**config.mk**
```make
export PLATFORM = sky130hd
export DESIGN_NAME = vsr_out_buf
export DESIGN_NICKNAME = d
export VERILOG_FILES = /design/src/vsr_pkg.sv /design/src/vsr_out_buf.sv
export SDC_FILE = /design/constraint.sdc
export NUM_CORES = 1
export LEC_CHECK = 0
export ABC_CLOCK_PERIOD_IN_PS = 5050
export BUFFER_PORTS_ARGS = -buffer_cell sky130_fd_sc_hd__buf_4
export CORE_UTILIZATION = 35
export DETAILED_ROUTE_END_ITERATION = 10
export GPL_ROUTABILITY_DRIVEN = 0
export HOLD_SLACK_MARGIN = 0.1
export PLACE_DENSITY_LB_ADDON = 0.3
export SETUP_SLACK_MARGIN = 0.4
export SKIP_LAST_GASP = 1
export SYNTH_ARGS = -nofsm -noshare
export SYNTH_HDL_FRONTEND = slang
export SYNTH_SLANG_ARGS = --single-unit
```
**constraint.sdc**
```tcl
create_clock -name clk -period 5.05 [get_ports clk]
set_clock_uncertainty 0.1 [all_clocks]
set_input_delay 0 -clock clk [delete_from_list [all_inputs] [get_ports clk]]
set_output_delay 0 -clock clk [all_outputs]
set_load 0.1 [all_outputs]
```
**src/vsr_pkg.sv**
```systemverilog
// Shared types and constants of the vector specular reflection unit.
`default_nettype none

package vsr_pkg;

	// Request: surface normal and incident direction, signed Q2.14.
	typedef struct packed {
		logic signed [15:0] normal_r;
		logic signed [15:0] normal_z;
		logic signed [15:0] incident_r;
		logic signed [15:0] incident_z;
	} ray_t;

	// Result: reflected direction and the angle to the normal.
	typedef struct packed {
		logic signed [15:0] reflected_r;
		logic signed [15:0] reflected_z;
		logic        [15:0] angle;
	} refl_t;

	// Reflected direction alone, carried alongside the arccosine work.
	typedef struct packed {
		logic signed [15:0] reflected_r;
		logic signed [15:0] reflected_z;
	} dir_t;

	// Arccosine argument in Q30, held within [-1, 1].
	localparam int XQ_W = 32;

	// Square root of 1 - x*x: radicand width, result width and step count.
	localparam int SQ_W        = 62;
	localparam int Y_W         = 31;
	localparam int SQRT_STEPS  = 31;
	localparam logic [SQ_W-1:0] ONE_Q60 = 62'h1000000000000000;

	// Vectoring rotation: datapath width, step count and angle table in Q30.
	localparam int CW           = 34;
	localparam int CORDIC_STEPS = 30;
	localparam logic signed [CW-1:0] HALF_PI_Q30 = 34'sd1686629713;

	localparam logic [31:0] ATAN_Q30 [CORDIC_STEPS] = '{
		32'h3243F6A8, 32'h1DAC6705, 32'h0FADBAFC, 32'h07F56EA6, 32'h03FEAB76,
		32'h01FFD55B, 32'h00FFFAAA, 32'h007FFF55, 32'h003FFFEA, 32'h001FFFFD,
		32'h000FFFFF, 32'h0007FFFF, 32'h0003FFFF, 32'h0001FFFF, 32'h0000FFFF,
		32'h00007FFF, 32'h00003FFF, 32'h00001FFF, 32'h00000FFF, 32'h000007FF,
		32'h000003FF, 32'h000001FF, 32'h000000FF, 32'h0000007F, 32'h0000003F,
		32'h0000001F, 32'h0000000F, 32'h00000008, 32'h00000004, 32'h00000002
	};

endpackage

`default_nettype wire

```
**src/vsr_out_buf.sv**
```systemverilog
// Two-entry output buffer that lets the pipeline run while a result is held.
`default_nettype none

module vsr_out_buf (
	input  logic           clk,
	input  logic           arst_n,
	input  logic           push,
	input  vsr_pkg::refl_t din,
	output logic           valid,
	input  logic           stall,
	output vsr_pkg::refl_t dout,
	output logic           full
);
	import vsr_pkg::*;

	logic [1:0] cnt_q;
	refl_t      head_q;
	refl_t      spare_q;
	logic       pop;

	assign pop   = (cnt_q != 2'd0) && !stall;
	assign valid = (cnt_q != 2'd0);
	assign full  = (cnt_q == 2'd2);
	assign dout  = head_q;

	always_ff @(posedge clk or negedge arst_n) begin
		if (!arst_n) begin
			cnt_q <= 2'd0;
		end else begin
			cnt_q <= 2'(cnt_q + {1'b0, push} - {1'b0, pop});
		end
	end

	// The head always holds the oldest result; the spare fills only behind a held head.
	always_ff @(posedge clk) begin
		if (cnt_q == 2'd2) begin
			if (pop) begin
				head_q <= spare_q;
			end
		end else if (push) begin
			if (cnt_q == 2'd0 || pop) begin
				head_q <= din;
			end else begin
				spare_q <= din;
			end
		end
	end

endmodule

`default_nettype wire

```
==> Word level (Yosys, flattened, before mapping) <==
Cells that the tools add are included.
{ "word_totals": {"ff_bits": 98, "in_bits": 52, "output_inout_bits": 50, "word_cells": 26} }
{ "classes": {"add_sub_neg": 2, "n_eq_ne": 2, "muxes": 4, "n_bitwise": 2, "reduce_logical": 9} }
{ "ops": {"columns": ["operator", "count"], "rows": [
  ["$mux W48", 4],
  ["$reduce_and A3 Y1", 2],
  ["$reduce_bool A2 Y1", 3],
  ["$add A2 B1 Y2", 1],
  ["$eq A2 B2 Y1 const B", 1],
  ["$logic_not A2 Y1", 1],
  ["$ne A2 B1 Y1 const B", 1],
  ["$not A1 Y1", 2],
  ["$sub A2 B1 Y2", 1],
  ["$logic_and A1 B1 Y1", 1],
  ["$logic_not A1 Y1", 1],
  ["$logic_or A1 B1 Y1", 1]
]} }

==> Logic depth before layout (Yosys ltp) <==
Gate-level depths: netlist of the first run.
{ "logic_depth": {"ltp_word": 6, "depth_mapped": 7, "ltp_nobuf": 7} }

==> Worst setup path before layout of the first run <==
Ideal clock, no wire load.
{ "synth_timing": {"kind": "flip-flop to flip-flop", "start": "reg cnt_q[0]", "end": "reg spare_q[0] (netlist bit), enable pin", "setup_ns": 0.513, "arrival_time_ns": 3.782, "t_required_ns": 4.437, "setup_slack_ns": 0.655, "stages_incl_launch_ff": 3, "n_path_buf": 0, "synth_period_minus_slack_ns": 4.395, "cell_sequence": "dfrtp_1 > inv_1 > nor3_1"} }
{ "synth_via": {"elab_chain_cells": 5, "elab_cells_between_ends": 8, "classes_between": "eq/ne: 1; bitwise: 2; reduce/logical: 5"} }
{ "synth_rtl": {"columns": ["element", "line", "text"], "rows": [
  ["start, declared", "vsr_out_buf.sv:16", "logic [1:0] cnt_q;"],
  ["start signal, assigned", "vsr_out_buf.sv:30", "cnt_q <= 2'(cnt_q + {1'b0, push} - {1'b0, pop});"],
  ["$reduce_bool A2 Y1", "vsr_out_buf.sv:21", "assign pop = (cnt_q != 2'd0) && !stall;"],
  ["$logic_and A1 B1 Y1", "vsr_out_buf.sv:21", null],
  ["$logic_or A1 B1 Y1", "vsr_out_buf.sv:41", "if (cnt_q == 2'd0 || pop) begin"],
  ["$not A1 Y1 (no line)", null, null],
  ["$reduce_and A3 Y1 (no line) *", null, null],
  ["end signal, assigned", "vsr_out_buf.sv:44", "spare_q <= din;"],
  ["end, declared", "vsr_out_buf.sv:18", "refl_t spare_q;"]
]} }
Mark *: on every way between the ends. The rest lies on a longest branch, timed or not.
A chain may end at the register's enable or synchronous reset.

==> Worst setup path in the final report of the first run <==
{ "layout_timing": {"start": "reg cnt_q[1]", "end": "reg head_q (netlist bit dout[25]), enable pin"} }
{ "layout_via": {"elab_chain_cells": 5, "elab_cells_between_ends": 9, "classes_between": "eq/ne: 2; reduce/logical: 7"} }
{ "layout_rtl": {"columns": ["element", "line", "text"], "rows": [
  ["$reduce_bool A2 Y1", "vsr_out_buf.sv:21", null],
  ["$logic_and A1 B1 Y1", "vsr_out_buf.sv:21", null],
  ["$logic_or A1 B1 Y1", "vsr_out_buf.sv:41", null],
  ["$reduce_bool A2 Y1 (no line)", null, null],
  ["$reduce_and A3 Y1 (no line) *", null, null],
  ["end signal, assigned", "vsr_out_buf.sv:38", "head_q <= spare_q;"],
  ["end signal, assigned", "vsr_out_buf.sv:42", "head_q <= din;"],
  ["end, declared", "vsr_out_buf.sv:17", "refl_t head_q;"]
]} }
Marked as above.

==> results of run 1 <==
## Yosys cell counts, drive strengths merged
master,n,share of area [%]
and2,1,0.17
nor3,1,0.14
dfrtp,2,1.4
edfxtp,96,80
nor2b,1,0.38
or2,1,0.17
buf,5,1.2
xnor2,2,0.48
inv,4,0.41
o22ai,1,0.17
mux2,48,15
ha,2,0.69
mux2i,1,0.28
## kinds of logic (layout without fill, tap and decap cells)
family | count (synthesis) | count (layout)
buf+inv | 9 | 176
xor+xnor | 2 | 2
fa+ha+maj | 2 | 2
mux | 49 | 49
flops | 98 | 98
compound gates | 1 | 1
simple gates | 4 | 4
## registers in the layout, indices dropped and copies added, names as in the netlist
signal and count:
dout 48, cnt_q 2, spare_q 48
## area by class of cell
class / instances / area, µm²
clock inverter: 6 / 41.3
tap: 133 / 166
multi-input combinational: 58 / 649
fill: 836 / 4680
clock buffer: 10 / 128
inverter: 4 / 15.0
timing repair buffer: 156 / 1300
sequential: 98 / 2930
## worst max path at each step
stage	startpoint	endpoint	slack, ns
detailed placement	cnt_q[1]	dout[25]	2.90
finish	cnt_q[1]	dout[25]	2.95
global placement	cnt_q[1]	dout[19]	2.93
global route	cnt_q[1]	dout[2]	2.78
floorplan	cnt_q[0]	spare_q[0]	0.66
CTS	cnt_q[1]	dout[41]	2.89
## cell usage in the layout (no fill, tap or decap), types with 2 or more instances in the layout
cell	synthesis	routed
edfxtp_1	96	96
dfrtp_1	2	2
dlygate4sd3_1	0	52
clkbuf_8	0	9
xnor2_1	2	2
mux2_1	9	9
ha_1	2	2
inv_1	4	4
buf_4	3	104
inv_6	0	2
mux2_2	39	39
clkinv_1	0	2
## per-stage QoR
step | util, % | instances | hold slack (ns) | worst slack [ns] | cell area (µm²)
after floorplan | - | 165 | -0.396 | 0.655 | 3620
after global routing | 52.8 | 465 | 0.249 | 2.78 | 5230
after CTS | 52.8 | 465 | 0.247 | 2.89 | 5230
final | 52.8 | 465 | 0.263 | 2.95 | 5230
after detailed placement | 45.9 | 397 | -0.314 | 2.90 | 4540
after global placement | 45.9 | 397 | -0.315 | 2.93 | 4540
## layer usage
metal / vias to the layer above / GRT usage, %
li1: 972 / -
met2: 71 / 20.8
met1: 991 / 16.5
met3: 6 / 4.53
met4: 0 / 4.29
met5: - / 0
==> reports/metrics.yaml, run 1 <==
drt:
  drt-met1-wl_um: 2950
  met3_length_um: 401
  post_drt_wl_per_cell_um: 14.2
  vias: 2040
  drt_iter0_drc: 58
  drt_first_pass_iters: 4
  wirelength_um: 6590
  viasPerCell: 4.39
  drc: 0
  ant_nets: 0
  top_layer_used: "met4"
  wl_met2_um: 3170
yosys:
  synth-xor-area-share_pct: 0.483
  muxShareOfSynthArea_pct: 15.2
  ys_seq_area_share_pct: 80.9
  synth_cells: 165
  synth_top_family_by_area: "multiplexers"
  ys_ff_latch: 98
  synth_nets: 219
  synth_compound_area_share_pct: 0.173
  syn_avg_cell_area_um2: 22.0
  ys_warn_count: 0
  synth_fa_ha_area_share_pct: 0.691
  syn_area_um2: 3620
  netlist-cell-type-count: 15
  yosys.area_share.simple_pct: 0.863
global_route:
  antenna_found_initial: 0
  overflow: 0
  track_usage_pct: 13.0
  grt_pass1_vias: 2130
  grt_pass1_wl_um: 10700
  grt_max_degree: 50
clock_tree:
  post-cts-setup-buffer-count: 0
  hold_buffers: 52
  cts_resized: 0
  clock_path_buffers: 2
  cts_tree: "yes"
  clkLatencyLatePin_ns: 0.35
  root_buffer: "clkbuf_8"
  cts_buffers: 9
  clk_pin_slew_worst_paths_ns: 0.09
  cts.sinks: 98
  htree_num_levels: 3
setup_path:
  timing.rr.end: "dout[25]"
  cp_num_cells: 3
  cpMaxStageDelayCell: "o22ai_4"
  path_delay_family: "compound AO/OA/AOI/OAI gates"
  end_kind: "flip-flop"
  cp_max_fo: 30
  critPathKind: "reg -> reg"
  regToRegStartpoint: "cnt_q[1]"
  start_kind: "flip-flop"
  worstRegToRegCells: 3
  path_buf_inv: 1
  worstPathRequired_ns: 4.96
  max_stage_delay_ns: 0.54
  cp.arrival_ns: 2.00
  path_cells: "mux2i_1 > o22ai_4 > buf_4"
  r2r_slack_ns: 2.95
final_layout:
  syn_to_final_growth_pct: 44.4
  antenna_cells: 0
  final_nets: 381
  final_layout_size_suffix_gt1_share_pct: 48.2
hold_path:
  hold_class: "in -> reg"
  min_to: "spare_q[14]"
  whs_path_depth: 2
  worstHoldStart: "din[14]"
timing:
  slew_viol_final: 0
  tightest_slew_ns: 0.675
  finalSetupViolCount: 0
  fmax_mhz: 477
  hold_violations: 0
  fin_setup_tns_ns: 0
  slew_headroom_pct: 55.0
  fin_crit_ns: 2.10
  period_share_pct: 41.5
  rsz0062_at_grt: "false"
floorplanning:
  core_area_um2: 9910
  die_w_um: 104
  die_h_um: 104
  start_util_pct: 36.6
  fp-row-count: 36
  io_pins: 102
  die-area_um2: 10800
flow_run:
  max_cap_violations: 0
outcome:
  status: "completed"
place:
  port-buffer-count: 101
  hpwl_um: 4020
Power of run 1 is left out: the tool's default activity adds up to more than one toggle a clock period on the data nets, which glitch-free logic cannot reach.
==> inputs of run 2 (changes only) <==
Settings changed: ABC_CLOCK_PERIOD_IN_PS 5050 to 2000.
Clock period 5.05 ns to 2 ns, I/O delays scaled along.
==> reports/metrics.yaml, run 2 (synthesis gave the netlist of run 1 again) <==
setup_path:
  cp_common_cell: "ha_4"
  start_kind: "flip-flop"
  cpMaxStageDelayCell: "dfrtp_2"
  path_cells: "or2_4 > and2_4 > ha_4 > inv_2 > ha_4 > xnor2_2 > xnor2_1"
  path_delay_family: "flip-flops"
  cp_max_fo: 3  # -90%
  path_buf_inv: 1  # unchanged
  cp.arrival_ns: 1.91  # -0.09 ns
  critPathKind: "reg -> reg"
  worstPathRequired_ns: 2.14  # -2.82 ns
  end_kind: "flip-flop"
  max_stage_delay_ns: 0.44  # -0.10 ns
timing:
  fin_setup_tns_ns: 0  # unchanged
  slew_headroom_pct: 77.9  # +23 points
  rsz0062_at_grt: "true"
  fin_crit_ns: 1.77  # -0.322 ns
  tightest_slew_ns: 0.332  # -0.343 ns
  whs_ns: 0.270  # +0.00776 ns
  fmax_mhz: 564  # +18%
  hold_violations: 0  # unchanged
  period_share_pct: 88.7  # +47 points
  finalSetupViolCount: 0  # unchanged
  slew_viol_final: 0  # unchanged
clock_tree:
  clk_pin_slew_worst_paths_ns: 0.09  # about the same
  clkLatencyLatePin_ns: 0.35  # about the same
  cts_buffers: 9  # unchanged
  cts.sinks: 98  # unchanged
  root_buffer: "clkbuf_8"
  cts_tree: "yes"
  clock_path_buffers: 2  # unchanged
  htree_num_levels: 3  # unchanged
drt:
  vias: 2152  # +5.5%
  drc: 0  # unchanged
  viasPerCell: 4.43  # +0.93%
  wirelength_um: 7730  # +17%
  drt_first_pass_iters: 3  # -1
  drt_iter0_drc: 65  # +12%
  post_drt_wl_per_cell_um: 15.9  # +12%
  ant_nets: 0  # unchanged
global_route:
  track_usage_pct: 14.7  # +1.8 points
  grt_pass1_wl_um: 12000  # +12%
  grt_max_degree: 34  # -32%
  grt_pass1_vias: 2306  # +8.3%
  antenna_found_initial: 0  # unchanged
  overflow: 0  # unchanged
final_layout:
  layout_common_cells: "buf_4, edfxtp_1, dlygate4sd3_1, mux2_2, mux2_4"
  antenna_cells: 0  # unchanged
  syn_to_final_growth_pct: 58.8
  final_common_cell: "buf_4"
  final_layout_size_suffix_gt1_share_pct: 55.5  # +7.3 points
  fin_util_pct: 58.1  # +5.3 points
  final_nets: 402  # +5.5%
  fillers: 764  # -8.6%
  fin_area_um2: 5750  # +9.9%
floorplanning:
  io_pins: 102  # unchanged
  die_h_um: 104  # unchanged
  die-area_um2: 10800  # unchanged
  die_w_um: 104  # unchanged
  start_util_pct: 36.6  # unchanged
  fp-row-count: 36  # unchanged
  core_area_um2: 9910  # unchanged
power:
  p_per_area_nw_per_um2: 1650
  p_leak_nw: 2.23
  irDropWorstVdd_uv: 936
  finalPower_w: 0.00949
place:
  dpl-instance-area_um2: 4660  # +2.5%
  hpwl_um: 4160  # +3.6%
  port-buffer-count: 101  # unchanged
flow_run:
  max_cap_violations: 0  # unchanged
hold_path:
  hold_class: "in -> reg"
outcome:
  status: "completed"
run 2: changes by cell type in the layout (fill, tap and decap cells not counted), moves of 3 or more:
cell       before  now
buf_16          0    5
mux2_4          0   17
buf_12          0    5
mux2_1          9    0
mux2_2         39   31
buf_6           0    6
clkbuf_16       0    3
run 2: power by group:
group,leakage [nW],switching (W),internal (W),total [W]
Sequential,0.928,0.000134,0.00288,0.00301
Clock,0.0890,0.000658,0.000569,0.00123
Combinational,1.21,0.00342,0.00183,0.00525
run 2: timing repair:
action | 4_1_cts | 5_1_grt
setup buffers | 10 | 1
hold endpoints to repair | 133 | 0
cloned | 4 | 3
pin swaps | 3 | 5
gates resized for setup | 19 | 13
hold buffers | 52 | 0
endpoints found under the setup margin | 46 | 82
run 2: area by class of cell:
| cell class | count | area (µm²) | share of cell area (%) |
|---|---|---|---|
| multi-input combinational | 58 | 757 | 13.2 |
| clock buffer | 10 | 128 | 2.22 |
| inverter | 4 | 15.0 | 0.261 |
| tap | 133 | 166 | 2.89 |
| clock inverter | 6 | 57.6 | 1.00 |
| timing repair buffer | 177 | 1700 | 29.5 |
| sequential | 98 | 2930 | 51.0 |
run 2: final timing paths:
check	start	depth (start not counted)	to	slack, ns
max	cnt_q[0]	7	cnt_q[1]	0.23
min	din[23]	2	spare_q[23]	0.27
max reg2reg	cnt_q[0]	7	cnt_q[1]	0.23
min reg2reg	spare_q[40]	1	dout[40]	0.44
max in group asynchronous	arst_n	3	cnt_q[0]	1.23
min in group asynchronous	arst_n	3	cnt_q[1]	0.42
run 2: routing by layer:
metal  vias to the layer above  global-route usage, %  wire length (µm)
met5                         -                      0                 0
met4                         0                   6.43               112
met3                        10                   2.96               254
met2                        56                   25.9              4050
met1                      1070                   17.5              3320
li1                       1016                      -                 -
run 2: stage by stage:
step	setup slack, ns	cells
6_report	0.226	486
5_1_grt	0.182	486
2_1_floorplan	-0.188	165
4_1_cts	0.269	482
3_3_place_gp	0.179	400
3_5_place_dp	0.114	400
Note: power is estimated with default switching activity, not from simulation.
